File: config.mk
export PLATFORM = sky130hd
export DESIGN_NAME = closest_farthest_point_pair_core_flat
export DESIGN_NICKNAME = d
export VERILOG_FILES = /design/src/design/cfpp_pkg.sv /design/src/design/cfpp_if.sv /design/src/design/closest_farthest_point_pair_core.sv /design/src/design/cfpp_store.sv /design/src/design/cfpp_isqrt.sv /design/src/flat_wrapper.sv
export SDC_FILE = /design/constraint.sdc
export NUM_CORES = 2
export LEC_CHECK = 0
export BUFFER_PORTS_ARGS = -buffer_cell sky130_fd_sc_hd__buf_2
export CAP_MARGIN = 20
export CORE_ASPECT_RATIO = 0.9
export CORE_UTILIZATION = 50
export CTS_CLUSTER_DIAMETER = 150
export DETAILED_ROUTE_END_ITERATION = 8
export PLACE_DENSITY = 0.64
export SYNTH_ARGS = -nofsm -noshare
export SYNTH_HDL_FRONTEND = slang
export SYNTH_SLANG_ARGS = --single-unit
export TNS_END_PERCENT = 100
File: constraint.sdc
create_clock -name clk -period 10.3 [get_ports clk]
set_input_delay 2.06 -clock clk [delete_from_list [all_inputs] [get_ports clk]]
set_output_delay 2.06 -clock clk [all_outputs]
set_load 0.01 [all_outputs]
File: src/design/cfpp_pkg.sv
// Shared types and constants of the closest/farthest point pair block.
// Used by the channel interfaces and all cfpp modules; depends on nothing.
package cfpp_pkg;

    localparam int COORD_W         = 16;
    localparam int IDX_W           = 4;
    localparam int SQ_W            = 34;
    localparam int DIST_W          = 26;
    localparam int FRAC_W          = 8;
    localparam int ROOT_W          = 25;
    localparam int KIND_W          = 2;
    localparam int DEF_MAX_POINTS  = 8;

    typedef enum logic [KIND_W-1:0] {
        KIND_FAR  = 2'd0,
        KIND_NEAR = 2'd1,
        KIND_FEW  = 2'd2
    } kind_t;

    typedef logic signed [COORD_W-1:0] coord_t;
    typedef logic [SQ_W-1:0]           square_t;
    typedef logic [DIST_W-1:0]         dist_t;
    typedef logic [IDX_W-1:0]          idx_t;

endpackage

File: src/design/cfpp_if.sv
// Valid/ready channel interfaces for point items and result items.
// Depends on cfpp_pkg.
interface cfpp_point_if
    import cfpp_pkg::*;
();
    logic   valid;
    logic   ready;
    coord_t point_x;
    coord_t point_y;
    logic   last_point;

    modport source (output valid, point_x, point_y, last_point, input ready);
    modport sink   (input valid, point_x, point_y, last_point, output ready);
endinterface

interface cfpp_result_if
    import cfpp_pkg::*;
();
    logic              valid;
    logic              ready;
    logic [KIND_W-1:0] result_kind;
    idx_t              first_index;
    idx_t              second_index;
    dist_t             distance_fixed;
    logic              points_dropped;
    logic              last_result;

    modport source (output valid, result_kind, first_index, second_index, distance_fixed,
                    points_dropped, last_result, input ready);
    modport sink   (input valid, result_kind, first_index, second_index, distance_fixed,
                    points_dropped, last_result, output ready);
endinterface

File: src/design/closest_farthest_point_pair_core.sv
// Top level of the closest/farthest point pair block: loader, pair walker, output stage.
// Depends on cfpp_pkg, cfpp_if, cfpp_store and cfpp_isqrt.
//
// Usage: points arrive on the points channel, one item per point; the item with
// last_point set ends the set. Up to MAX_POINTS points are kept; later ones are
// dropped and points_dropped is set on every result of that set.
// Loading accepts one point per cycle. After the final point the block walks all
// pairs once to find the greatest and least squared distance, then walks them
// again for each distinct extreme, emitting matching pairs on the results channel:
// farthest pairs first, then closest pairs unless both distances are equal.
// Each pair visit passes through memory read, square, and sum and compare; each
// list is preceded by a square root. A set takes the scan walk plus one walk
// and one root per distinct extreme. Fewer than two points gives one too-few
// item. The last item of a set carries last_result. The points channel is ready
// only while loading. A stalled results channel holds the walk at the next match;
// the newest match waits in a holding register behind the output register.
// Reset clears the point count and all control state; no clearing pass is needed.
module closest_farthest_point_pair_core
    import cfpp_pkg::*;
#(
    parameter int MAX_POINTS = DEF_MAX_POINTS
)
(
    input  logic           clk,
    input  logic           rst_n,
    cfpp_point_if.sink     points,
    cfpp_result_if.source  results
);

    localparam int AW = (MAX_POINTS > 1) ? $clog2(MAX_POINTS) : 1;

    typedef enum logic [3:0] {
        S_LOAD,
        S_FEW,
        S_RD,
        S_MUL,
        S_SUM,
        S_PUSH,
        S_ROOT_GO,
        S_ROOT_WAIT,
        S_FLUSH
    } state_t;

    typedef enum logic [1:0] {
        M_SCAN,
        M_FAR,
        M_NEAR
    } mode_t;

    state_t  state_reg;
    mode_t   mode_reg;
    idx_t    cnt_reg;
    logic    ovf_reg;
    idx_t    i_reg;
    idx_t    j_reg;
    square_t great_reg;
    square_t least_reg;
    square_t target_reg;
    dist_t   dist_reg;
    square_t sqx_reg;
    square_t sqy_reg;

    logic    pend_valid_reg;
    kind_t   pend_kind_reg;
    idx_t    pend_i_reg;
    idx_t    pend_j_reg;
    dist_t   pend_dist_reg;

    logic               out_valid_reg;
    logic [KIND_W-1:0]  out_kind_reg;
    idx_t               out_i_reg;
    idx_t               out_j_reg;
    dist_t              out_dist_reg;
    logic               out_drop_reg;
    logic               out_last_reg;

    logic                 in_fire;
    logic                 has_room;
    idx_t                 cnt_after;
    logic                 out_free;
    logic                 out_load;
    logic                 last_pair;
    logic [2*COORD_W-1:0] rd_a;
    logic [2*COORD_W-1:0] rd_b;
    logic signed [COORD_W:0] dx;
    logic signed [COORD_W:0] dy;
    logic signed [SQ_W-1:0]  dx_sq;
    logic signed [SQ_W-1:0]  dy_sq;
    square_t              pair_sq;
    logic                 sq_start;
    logic                 sq_done;
    dist_t                sq_root;

    assign in_fire   = points.valid && points.ready;
    assign has_room  = cnt_reg < IDX_W'(MAX_POINTS);
    assign cnt_after = has_room ? cnt_reg + 1'b1 : cnt_reg;
    assign out_free  = !out_valid_reg || results.ready;
    assign out_load  = out_free && ((state_reg == S_FEW) || (state_reg == S_FLUSH)
                                    || (state_reg == S_PUSH && pend_valid_reg));
    assign last_pair = (j_reg + 1'b1 >= cnt_reg) && (i_reg + 2'd2 >= cnt_reg);

    cfpp_store #(
        .DEPTH (MAX_POINTS),
        .AW    (AW)
    ) u_store (
        .clk       (clk),
        .wr_en     (in_fire && has_room),
        .wr_addr   (cnt_reg[AW-1:0]),
        .wr_data   ({points.point_x, points.point_y}),
        .rd_addr_a (i_reg[AW-1:0]),
        .rd_addr_b (j_reg[AW-1:0]),
        .rd_data_a (rd_a),
        .rd_data_b (rd_b)
    );

    assign dx      = $signed({rd_b[2*COORD_W-1], rd_b[2*COORD_W-1 -: COORD_W]})
                   - $signed({rd_a[2*COORD_W-1], rd_a[2*COORD_W-1 -: COORD_W]});
    assign dy      = $signed({rd_b[COORD_W-1], rd_b[COORD_W-1:0]})
                   - $signed({rd_a[COORD_W-1], rd_a[COORD_W-1:0]});
    assign dx_sq   = dx * dx;
    assign dy_sq   = dy * dy;
    assign pair_sq = sqx_reg + sqy_reg;
    assign sq_start = (state_reg == S_ROOT_GO);

    cfpp_isqrt u_isqrt (
        .clk    (clk),
        .rst_n  (rst_n),
        .start  (sq_start),
        .square (target_reg),
        .done   (sq_done),
        .root   (sq_root)
    );

    always_ff @(posedge clk or negedge rst_n)
    begin
        if (!rst_n)
        begin
            state_reg      <= S_LOAD;
            mode_reg       <= M_SCAN;
            cnt_reg        <= '0;
            ovf_reg        <= 1'b0;
            i_reg          <= '0;
            j_reg          <= '0;
            great_reg      <= '0;
            least_reg      <= '1;
            target_reg     <= '0;
            dist_reg       <= '0;
            sqx_reg        <= '0;
            sqy_reg        <= '0;
            pend_valid_reg <= 1'b0;
            pend_kind_reg  <= KIND_FAR;
            pend_i_reg     <= '0;
            pend_j_reg     <= '0;
            pend_dist_reg  <= '0;
            out_valid_reg  <= 1'b0;
            out_kind_reg   <= KIND_FAR;
            out_i_reg      <= '0;
            out_j_reg      <= '0;
            out_dist_reg   <= '0;
            out_drop_reg   <= 1'b0;
            out_last_reg   <= 1'b0;
        end
        else
        begin
            if (out_valid_reg && results.ready && !out_load)
            begin
                out_valid_reg <= 1'b0;
            end
            case (state_reg)
                S_LOAD:
                begin
                    if (in_fire)
                    begin
                        cnt_reg <= cnt_after;
                        if (!has_room)
                        begin
                            ovf_reg <= 1'b1;
                        end
                        if (points.last_point)
                        begin
                            if (cnt_after < 2'd2)
                            begin
                                state_reg <= S_FEW;
                            end
                            else
                            begin
                                great_reg <= '0;
                                least_reg <= '1;
                                mode_reg  <= M_SCAN;
                                i_reg     <= '0;
                                j_reg     <= idx_t'(1);
                                state_reg <= S_RD;
                            end
                        end
                    end
                end
                S_FEW:
                begin
                    if (out_free)
                    begin
                        out_valid_reg <= 1'b1;
                        out_kind_reg  <= KIND_FEW;
                        out_i_reg     <= '0;
                        out_j_reg     <= '0;
                        out_dist_reg  <= '0;
                        out_drop_reg  <= ovf_reg;
                        out_last_reg  <= 1'b1;
                        cnt_reg       <= '0;
                        ovf_reg       <= 1'b0;
                        state_reg     <= S_LOAD;
                    end
                end
                S_RD:
                begin
                    state_reg <= S_MUL;
                end
                S_MUL:
                begin
                    sqx_reg   <= square_t'(dx_sq);
                    sqy_reg   <= square_t'(dy_sq);
                    state_reg <= S_SUM;
                end
                S_SUM, S_PUSH:
                begin
                    if (state_reg == S_SUM && mode_reg == M_SCAN)
                    begin
                        if (pair_sq > great_reg)
                        begin
                            great_reg <= pair_sq;
                        end
                        if (pair_sq < least_reg)
                        begin
                            least_reg <= pair_sq;
                        end
                    end
                    if (state_reg == S_SUM && mode_reg != M_SCAN && pair_sq == target_reg)
                    begin
                        state_reg <= S_PUSH;
                    end
                    else if (state_reg == S_PUSH && !out_free)
                    begin
                        state_reg <= S_PUSH;
                    end
                    else
                    begin
                        if (state_reg == S_PUSH)
                        begin
                            if (pend_valid_reg)
                            begin
                                out_valid_reg <= 1'b1;
                                out_kind_reg  <= pend_kind_reg;
                                out_i_reg     <= pend_i_reg;
                                out_j_reg     <= pend_j_reg;
                                out_dist_reg  <= pend_dist_reg;
                                out_drop_reg  <= ovf_reg;
                                out_last_reg  <= 1'b0;
                            end
                            pend_valid_reg <= 1'b1;
                            pend_kind_reg  <= (mode_reg == M_FAR) ? KIND_FAR : KIND_NEAR;
                            pend_i_reg     <= i_reg;
                            pend_j_reg     <= j_reg;
                            pend_dist_reg  <= dist_reg;
                        end
                        if (!last_pair)
                        begin
                            if (j_reg + 1'b1 < cnt_reg)
                            begin
                                j_reg <= j_reg + 1'b1;
                            end
                            else
                            begin
                                i_reg <= i_reg + 1'b1;
                                j_reg <= i_reg + 2'd2;
                            end
                            state_reg <= S_RD;
                        end
                        else
                        begin
                            case (mode_reg)
                                M_SCAN:
                                begin
                                    mode_reg   <= M_FAR;
                                    target_reg <= (pair_sq > great_reg) ? pair_sq : great_reg;
                                    state_reg  <= S_ROOT_GO;
                                end
                                M_FAR:
                                begin
                                    if (least_reg != great_reg)
                                    begin
                                        mode_reg   <= M_NEAR;
                                        target_reg <= least_reg;
                                        state_reg  <= S_ROOT_GO;
                                    end
                                    else
                                    begin
                                        state_reg <= S_FLUSH;
                                    end
                                end
                                default:
                                begin
                                    state_reg <= S_FLUSH;
                                end
                            endcase
                        end
                    end
                end
                S_ROOT_GO:
                begin
                    if (mode_reg == M_FAR && target_reg != great_reg)
                    begin
                        target_reg <= great_reg;
                    end
                    else
                    begin
                        state_reg <= S_ROOT_WAIT;
                    end
                end
                S_ROOT_WAIT:
                begin
                    if (sq_done)
                    begin
                        dist_reg  <= sq_root;
                        i_reg     <= '0;
                        j_reg     <= idx_t'(1);
                        state_reg <= S_RD;
                    end
                end
                S_FLUSH:
                begin
                    if (out_free)
                    begin
                        out_valid_reg  <= 1'b1;
                        out_kind_reg   <= pend_kind_reg;
                        out_i_reg      <= pend_i_reg;
                        out_j_reg      <= pend_j_reg;
                        out_dist_reg   <= pend_dist_reg;
                        out_drop_reg   <= ovf_reg;
                        out_last_reg   <= 1'b1;
                        pend_valid_reg <= 1'b0;
                        cnt_reg        <= '0;
                        ovf_reg        <= 1'b0;
                        state_reg      <= S_LOAD;
                    end
                end
                default:
                begin
                    state_reg <= S_LOAD;
                end
            endcase
        end
    end

    assign points.ready           = (state_reg == S_LOAD);
    assign results.valid          = out_valid_reg;
    assign results.result_kind    = out_kind_reg;
    assign results.first_index    = out_i_reg;
    assign results.second_index   = out_j_reg;
    assign results.distance_fixed = out_dist_reg;
    assign results.points_dropped = out_drop_reg;
    assign results.last_result    = out_last_reg;

    assert property (@(posedge clk) disable iff (!rst_n) cnt_reg <= IDX_W'(MAX_POINTS))
        else $error("point count beyond capacity");
    assert property (@(posedge clk) disable iff (!rst_n)
        (mode_reg != M_SCAN && state_reg == S_RD) |-> great_reg >= least_reg)
        else $error("least distance above greatest");
    assert property (@(posedge clk) disable iff (!rst_n) sq_done |-> state_reg == S_ROOT_WAIT)
        else $error("root finished outside wait");
    assert property (@(posedge clk) disable iff (!rst_n)
        (results.valid && results.last_result) |-> !pend_valid_reg)
        else $error("last item sent with a match still held");
    assert property (@(posedge clk) disable iff (!rst_n)
        (state_reg == S_RD) |-> (i_reg < j_reg && j_reg < cnt_reg))
        else $error("pair walk out of range");

endmodule

File: src/design/cfpp_store.sv
// Point memory: one write port, two read ports, registered read data.
// Depends on cfpp_pkg.
module cfpp_store
    import cfpp_pkg::*;
#(
    parameter int DEPTH = DEF_MAX_POINTS,
    parameter int AW    = $clog2(DEPTH)
)
(
    input  logic                  clk,
    input  logic                  wr_en,
    input  logic [AW-1:0]         wr_addr,
    input  logic [2*COORD_W-1:0]  wr_data,
    input  logic [AW-1:0]         rd_addr_a,
    input  logic [AW-1:0]         rd_addr_b,
    output logic [2*COORD_W-1:0]  rd_data_a,
    output logic [2*COORD_W-1:0]  rd_data_b
);

    logic [2*COORD_W-1:0] mem [DEPTH];

    always_ff @(posedge clk)
    begin
        if (wr_en)
        begin
            mem[wr_addr] <= wr_data;
        end
        rd_data_a <= mem[rd_addr_a];
        rd_data_b <= mem[rd_addr_b];
    end

endmodule

File: src/design/cfpp_isqrt.sv
// Digit-by-digit integer square root of (square << FRAC_W*2), one root bit per cycle.
// Depends on cfpp_pkg.
module cfpp_isqrt
    import cfpp_pkg::*;
(
    input  logic    clk,
    input  logic    rst_n,
    input  logic    start,
    input  square_t square,
    output logic    done,
    output dist_t   root
);

    localparam int N_W   = 2 * ROOT_W;
    localparam int REM_W = ROOT_W + 3;

    logic [N_W-1:0]            n_reg;
    logic [REM_W-1:0]          rem_reg;
    logic [ROOT_W-1:0]         root_reg;
    logic [$clog2(ROOT_W)-1:0] cnt_reg;
    logic                      busy_reg;
    logic                      done_reg;

    logic [REM_W-1:0] rem_shift;
    logic [REM_W-1:0] trial;
    logic             fits;

    assign rem_shift = {rem_reg[REM_W-3:0], n_reg[N_W-1 -: 2]};
    assign trial     = {1'b0, root_reg, 2'b01};
    assign fits      = rem_shift >= trial;

    always_ff @(posedge clk or negedge rst_n)
    begin
        if (!rst_n)
        begin
            busy_reg <= 1'b0;
            done_reg <= 1'b0;
            cnt_reg  <= '0;
        end
        else
        begin
            done_reg <= 1'b0;
            if (start)
            begin
                busy_reg <= 1'b1;
                cnt_reg  <= '0;
            end
            else if (busy_reg)
            begin
                cnt_reg <= cnt_reg + 1'b1;
                if (cnt_reg == ($clog2(ROOT_W))'(ROOT_W - 1))
                begin
                    busy_reg <= 1'b0;
                    done_reg <= 1'b1;
                end
            end
        end
    end

    always_ff @(posedge clk)
    begin
        if (start)
        begin
            n_reg    <= {square, (N_W - SQ_W)'(0)};
            rem_reg  <= '0;
            root_reg <= '0;
        end
        else if (busy_reg)
        begin
            n_reg <= {n_reg[N_W-3:0], 2'b00};
            if (fits)
            begin
                rem_reg  <= rem_shift - trial;
                root_reg <= {root_reg[ROOT_W-2:0], 1'b1};
            end
            else
            begin
                rem_reg  <= rem_shift;
                root_reg <= {root_reg[ROOT_W-2:0], 1'b0};
            end
        end
    end

    assign done = done_reg;
    assign root = DIST_W'(root_reg);

    assert property (@(posedge clk) disable iff (!rst_n) start |=> busy_reg)
        else $error("isqrt did not start");
    assert property (@(posedge clk) disable iff (!rst_n) done_reg |-> !busy_reg)
        else $error("isqrt done while busy");
    assert property (@(posedge clk) disable iff (!rst_n) busy_reg |-> !start)
        else $error("isqrt restarted while busy");

endmodule
File: src/flat_wrapper.sv
// flat-port wrapper written by rule: the top's interface ports become plain ports
module closest_farthest_point_pair_core_flat import cfpp_pkg::*;
#(
    parameter int MAX_POINTS = DEF_MAX_POINTS
)
  (clk, rst_n, points_valid, points_point_x, points_point_y, points_last_point, points_ready, results_valid, results_result_kind, results_first_index, results_second_index, results_distance_fixed, results_points_dropped, results_last_result, results_ready);
  cfpp_point_if points_i ();
  cfpp_result_if results_i ();
  input  logic clk;
  input  logic rst_n;
  input wire logic [$bits(points_i.valid)-1:0] points_valid;
  input wire logic [$bits(points_i.point_x)-1:0] points_point_x;
  input wire logic [$bits(points_i.point_y)-1:0] points_point_y;
  input wire logic [$bits(points_i.last_point)-1:0] points_last_point;
  output wire logic [$bits(points_i.ready)-1:0] points_ready;
  output wire logic [$bits(results_i.valid)-1:0] results_valid;
  output wire logic [$bits(results_i.result_kind)-1:0] results_result_kind;
  output wire logic [$bits(results_i.first_index)-1:0] results_first_index;
  output wire logic [$bits(results_i.second_index)-1:0] results_second_index;
  output wire logic [$bits(results_i.distance_fixed)-1:0] results_distance_fixed;
  output wire logic [$bits(results_i.points_dropped)-1:0] results_points_dropped;
  output wire logic [$bits(results_i.last_result)-1:0] results_last_result;
  input wire logic [$bits(results_i.ready)-1:0] results_ready;
  assign points_i.valid = points_valid;
  assign points_i.point_x = points_point_x;
  assign points_i.point_y = points_point_y;
  assign points_i.last_point = points_last_point;
  assign points_ready = points_i.ready;
  assign results_valid = results_i.valid;
  assign results_result_kind = results_i.result_kind;
  assign results_first_index = results_i.first_index;
  assign results_second_index = results_i.second_index;
  assign results_distance_fixed = results_i.distance_fixed;
  assign results_points_dropped = results_i.points_dropped;
  assign results_last_result = results_i.last_result;
  assign results_i.ready = results_ready;
  closest_farthest_point_pair_core #(.MAX_POINTS(MAX_POINTS)) u_core (.clk(clk), .rst_n(rst_n), .points(points_i), .results(results_i));
endmodule
### Word-level counts from Yosys, hierarchy flattened

Memories as Yosys holds them, arrays and structs flattened. A register that Yosys moved wholly into a read port is not among the register bits.
Index checks and enable logic that the tools add are counted.
Widths: inputs -> output; s select.

* flip-flop bits (word level): 381
* latch bits: 0
* RAM bits: 256
* ROM bits: 0
* input port bits: 37
* output and inout port bits: 40
* word-level logic and storage cells: 260
* memories kept: 1

Memory list
* u_core.u_store.mem: depth 8, width 32, rd ports 2, clocked after Yosys merged registers in 2, write ports 1, RTL line cfpp_store.sv:20 `logic [2*COORD_W-1:0] mem [DEPTH];`

* $add $sub $neg: 9
* $mul: 2
* divide/modulo/power cells: 0
* order comparisons: 8
* eq/ne operators: 34
* shift-type cells: 0
* multiplexer cells: 129
* bitwise gates (word level): 2
* reductions and logical operators: 45

Operators by type and width (count)
* $mux 34: 15
* $pmux 34 s2: 4
* $mux 26: 7
* $mux 4: 37
* $mux 50: 2
* $pmux 26 s3: 1
* $mul 17x17->34: 2
* $ne 34x34->1: 2
* $pmux 4 s3: 4
* $add 34x34->34: 1
* $eq 34x34->1: 1
* $gt 34x34->1: 1
* $lt 34x34->1: 1
* $sub 16x16->17: 2
* $mux 1: 32
* $ge 28x27->1: 1
* $mux 2: 14
* $pmux 4 s7: 1
* $sub 26x26->26: 1
* $ne 2x2->1 const B: 11
* $reduce_and 9->1: 2
* $eq 4x3->1 const B: 4
* $ne 2x1->1 const B: 8
* $pmux 4 s2: 2
* 34 further kinds: 73

### Depth between registers and ports, before layout

* depth in word-level cells: 12
* gate-level depth with buffers: 40
* mapped depth without buffers: 39

### Hierarchy

From an unflattened synthesis, not the netlist that was laid out.

* cells, all modules: 5321
* area total of the unflattened synthesis: 56345.3 sq um

Modules (own cells, without submodules)
* closest_farthest_point_pair_core: times used 1, cells an instance 4246, area an instance 38012.7 sq um, seq. area each 7249.5 sq um
* cfpp_store: times used 1, cells an instance 561, area an instance 13180.1 sq um, seq. area each 8968.6 sq um
* cfpp_isqrt: times used 1, cells an instance 514, area an instance 5152.4 sq um, seq. area each 2217.1 sq um

### Worst setup path after synthesis

OpenSTA, ideal clock, no wires.

* path kind: reg-to-reg
* from: reg u_core.u_store.rd_data_b[16] (read register of u_core.u_store.mem)
* to: reg u_core.sqx_reg[32]
* setup time: 0.135 ns
* data arrival time: 8.765 ns
* required time: 10.165 ns
* slack: 1.400 ns
* stages on the path, launching flop included: 38
* buffers on the path: 1
* period minus slack after synthesis: 8.900 ns
* path through: dfxtp_1 > inv_1 > ha_1 > fa_1 > nor2b_1 > o21ai_0 > a21boi_0 > o21ai_0 > a21boi_0 > o2111ai_1 > a311oi_1 > o31ai_1 > nand3b_1 > mux2i_1 > inv_1 > clkbuf_1 > nor2_1 > fa_1 > [... 2 more ...] > inv_1 > fa_1 > fa_1 > fa_1 > inv_1 > fa_1 > inv_1 > ha_1 > a21oi_1 > nor2b_1 > or4_1 > o311a_1 > a211oi_1 > o21ai_0 > a211o_1 > a21oi_1 > xor2_1 > o21ai_0

* cells in the longest elaborated chain, start to end: 2

RTL lines
* start: declaration: RTL line cfpp_store.sv:17 `output logic [2*COORD_W-1:0] rd_data_b`
* $sub 16x16->17: RTL line closest_farthest_point_pair_core.sv:117 `- $signed({rd_a[2*COORD_W-1], rd_a[2*COORD_W-1 -: COORD_W]});`
* $mul 17x17->34: RTL line closest_farthest_point_pair_core.sv:120 `assign dx_sq = dx * dx;`
* end signal: assignment: RTL line closest_farthest_point_pair_core.sv:219 `sqx_reg <= square_t'(dx_sq);`
* end: declaration: RTL line closest_farthest_point_pair_core.sv:60 `square_t sqx_reg;`

Every way passes these cells.
A chain may end at the register's enable or synchronous reset.

### Worst setup path in the final report

* from: reg u_core.u_store.rd_data_b[16] (read register of u_core.u_store.mem)
* to: reg u_core.sqx_reg[33]

Same word-level chain as after synthesis.

==> results.py <==
metrics = {
    "status": {
        "status": "completed",
    },
    "critical_path": {
        "reg2reg_from": "u_core.u_store.rd_data_b[16]$_DFF_P_",
        "worst_r2r_path_depth": 36,
        "critical_path_class": "reg2reg",
        "max_stage_delay_ns": 0.53,
        "arrival_ns": 10.29,
        "rr_endpoint": "u_core.sqx_reg[33]$_DFFE_PN0P_",
        "startpoint": "u_core.u_store.rd_data_b[16]$_DFF_P_",
        "required_ns": 10.87,
        "reg2reg_slack_ns": 0.58,
        "path_max_fanout": 12,
        "critPathCapture": "u_core.sqx_reg[33]$_DFFE_PN0P_",
        "slowest_stage": "fa_1",
        "critPathCaptureType": "register",
        "critPathLaunchType": "register",
    },
    "logic_synthesis": {
        "yosysUniqueCellTypes": 87,
        "synth_area_leaders": "fa_1 (20%), edfxtp_1 (16%), dfrtp_1 (12%)",
        "yosys-top-cells-count": "inv_1 (858), nand2_1 (571), fa_1 (542), nor2_1 (372), ha_1 (341)",
        "seq_area_frac_synth_pct": 33.1,
        "synth_edf_count": 290,
        "synth_fp_nets": 6198,
        "synthMostInstantiatedCell": "inv_1",
        "ys.flop_type": "edfxtp_1",
        "synth_cells": 5278,
        "postSynth.asyncResetShare_pct": 41.9,
        "synth.top_cell.area_share_pct": 19.6,
        "yosys.area.top_type": "fa_1",
        "synth_seq_cells": 697,
        "syn_area_um2": 55400,
        "synth_area_per_cell_um2": 10.5,
        "ys_warn_count": 0,
    },
    "global_route": {
        "grt_max_degree": 139,
        "antenna_found_initial": 5,
        "grt_pass1_vias": 39465,
        "grt_use_total_pct": 25.2,
        "overflow": 0,
        "grt_pass1_wl_um": 221000,
    },
    "clocking": {
        "cts_buffer_depth": 3,
        "clock_latency_ns": 0.69,
        "numCtsBuffers": 77,
        "cts_max_level": 3,
        "path_clk_slew_ns": 0.06,
        "cts_tree": "done",
        "post_cts_resized": 0,
        "postCtsHoldBufs": 0,
        "postCtsSetupBuffers": 0,
        "cts_root_buf": "clkbuf_16",
        "cts.sinks": 697,
    },
    "sta": {
        "hold_slack_ns": 0.476,
        "hold_violations": 0,
        "fin_crit_sh_pct": 94.3,
        "fmax_mhz": 103,
        "finalSetupTns_ns": 0,
        "setup_viol": 0,
        "rsz0062_at_grt": "no",
        "period_needed_ns": 9.72,
        "fin_worst_skew_ns": 0.0424,
        "max_slew_margin_pct": 26.6,
        "worst_pin_slew_ns": 1.10,
        "drv_slew": 0,
    },
    "floorplan": {
        "rows": 115,
        "core-area_um2": 110000,
        "die_w_um": 353,
        "io_pins": 77,
        "initial_core_util_pct": 50.6,
        "die_area_um2": 112000,
        "die_h_um": 318,
    },
    "pwr": {
        "p_per_area_nw_per_um2": 96.1,
        "clkPwrFrac_pct": 49.3,
        "seqPwrFrac_pct": 49.9,
        "p_comb_share_pct": 0.8,
        "leakagePower_nw": 28.4,
        "p_switching_w": 0.00123,
        "intPower_w": 0.00456,
        "p_total_w": 0.00579,
        "ir_worst_vdd_v": 0.000135,
        "netSwitchingFraction_pct": 21.2,
    },
    "detailed_routing": {
        "first_pass_iters": 5,
        "ant_nets": 0,
        "drt_iter0_drc": 2892,
        "viasPerCell": 5.60,
        "drt-total-wl_um": 139000,
        "vias": 38203,
        "drc": 0,
        "wire_per_inst_um": 20.4,
    },
    "placed_design": {
        "hpwl_um": 102000,
        "routabilityCongestion": 0.948,
        "portBuffers": 75,
    },
    "final_layout": {
        "fillers": 9656,
        "fin_util_pct": 54.9,
        "areaGrowthSynthToFinish_pct": 8.57,
        "nNetsFinal": 6212,
        "largest_register": "u_core.u_store.mem",
        "layout-drive-gt1-share_pct": 11.1,
        "largest_reg_flops": 256,
    },
    "run": {
        "cap_violations": 0,
    },
    "hold_path": {
        "hold_path.class": "reg2reg",
        "worstHoldStart": "u_core.dist_reg[19]$_DFFE_PN0P_",
    },
}
## cells in the final DEF (no fill, tap or decap), types with 19 or more instances in the layout
cell type	synthesis	final
mux2i_1	67	67
a21o_1	100	100
inv_1	858	857
nor3_1	45	41
buf_4	1	74
nand4_1	49	49
dfrtp_1	258	252
ha_1	341	341
xor2_1	122	122
fa_1	542	542
a31oi_1	25	25
mux2_2	73	73
and3_1	20	19
clkbuf_16	0	80
nand3_1	38	37
nor2b_1	26	25
mux4_2	128	128
xnor2_1	120	120
edfxtp_1	290	290
o21ai_0	182	182
a22o_1	64	64
dfxtp_1	115	115
o22ai_1	32	32
dfstp_2	34	34
nand2_1	571	570
buf_2	2	74
a211oi_1	35	34
o21a_1	22	22
nor2_1	372	366
nand2b_1	26	26
mux2_4	25	25
a21oi_1	193	191
nor4_1	27	27
## routing by layer
layer / vias up / wire length [µm] / global-route usage, %
met5: - / 59 / 0
met4: 10 / 3600 / 6.92
met3: 226 / 9740 / 4.52
met2: 1115 / 64000 / 39.9
met1: 19195 / 61500 / 35.7
li1: 17657 / - / -
## power groups by stage
stage | clock (W) | combinational, W | sequential (W)
floorplan | 0 | 0.00000112 | 0.00294
global placement | 0 | 0.0000446 | 0.00294
detailed placement | 0 | 0.0000455 | 0.00294
CTS | 0.00291 | 0.0000455 | 0.00289
global route | 0.00301 | 0.0000512 | 0.00289
finish | 0.00285 | 0.0000440 | 0.00289
## how the worst min path moves through the flow
| stage | to | slack, ns | cells after the start |
|---|---|---|---|
| after floorplan | u_core.sqx_reg[9]$_DFFE_PN0P_ | 0.44 | 2 |
| after global placement | u_core.dist_reg[16]$_DFFE_PN0P_ | 0.46 | 2 |
| after detailed placement | u_core.dist_reg[19]$_DFFE_PN0P_ | 0.47 | 2 |
| after CTS | u_core.results.second_index[3]$_DFFE_PN0P_ | 0.47 | 1 |
| after global routing | u_core.dist_reg[19]$_DFFE_PN0P_ | 0.49 | 2 |
| final | u_core.dist_reg[19]$_DFFE_PN0P_ | 0.48 | 2 |
## through the flow
stage	cell area, µm²	setup WS [ns]	cells
after floorplan	55400	1.40	5278
after global placement	57500	0.786	6673
after detailed placement	57500	0.629	6673
after CTS	60200	0.568	6814
after global routing	60200	0.00390	6816
final	60200	0.585	6817
## worst max-delay path, delay by kind of cell (launching register included)
family	cells	cell delay [ns]
adder cells (fa/ha/maj)	9	3.97
AND/OR/NAND/NOR	4	0.71
AO/OA/AOI/OAI	16	3.86
buffers and inverters	7	0.73
flip-flops	1	0.31
## area by class of cell
| cell class | count | area, µm² | share of cell area, % |
|---|---|---|---|
| diodes | 1 | 2.50 | 0.00416 |
| clock buffers | 102 | 2180 | 3.63 |
| clock inverters | 39 | 475 | 0.790 |
| inverters | 868 | 3260 | 5.41 |
| multi-input cells | 3497 | 33100 | 55.0 |
| flip-flops and latches | 697 | 18400 | 30.5 |
| well taps | 1462 | 1830 | 3.04 |
| repair buffers | 151 | 981 | 1.63 |
## kinds of logic after synthesis
group                    after synthesis  synth area share [%]
AND/OR/NAND/NOR                     1264                  10.0
buffers and inverters               1084                  7.44
adder cells (fa/ha/maj)              883                  27.3
AO/OA/AOI/OAI                        809                  9.55
flip-flops                           697                  33.1
multiplexers                         293                  8.57
XOR/XNOR                             247                  4.03
other                                  1               0.00676
(Power assumes the default switching activity.)
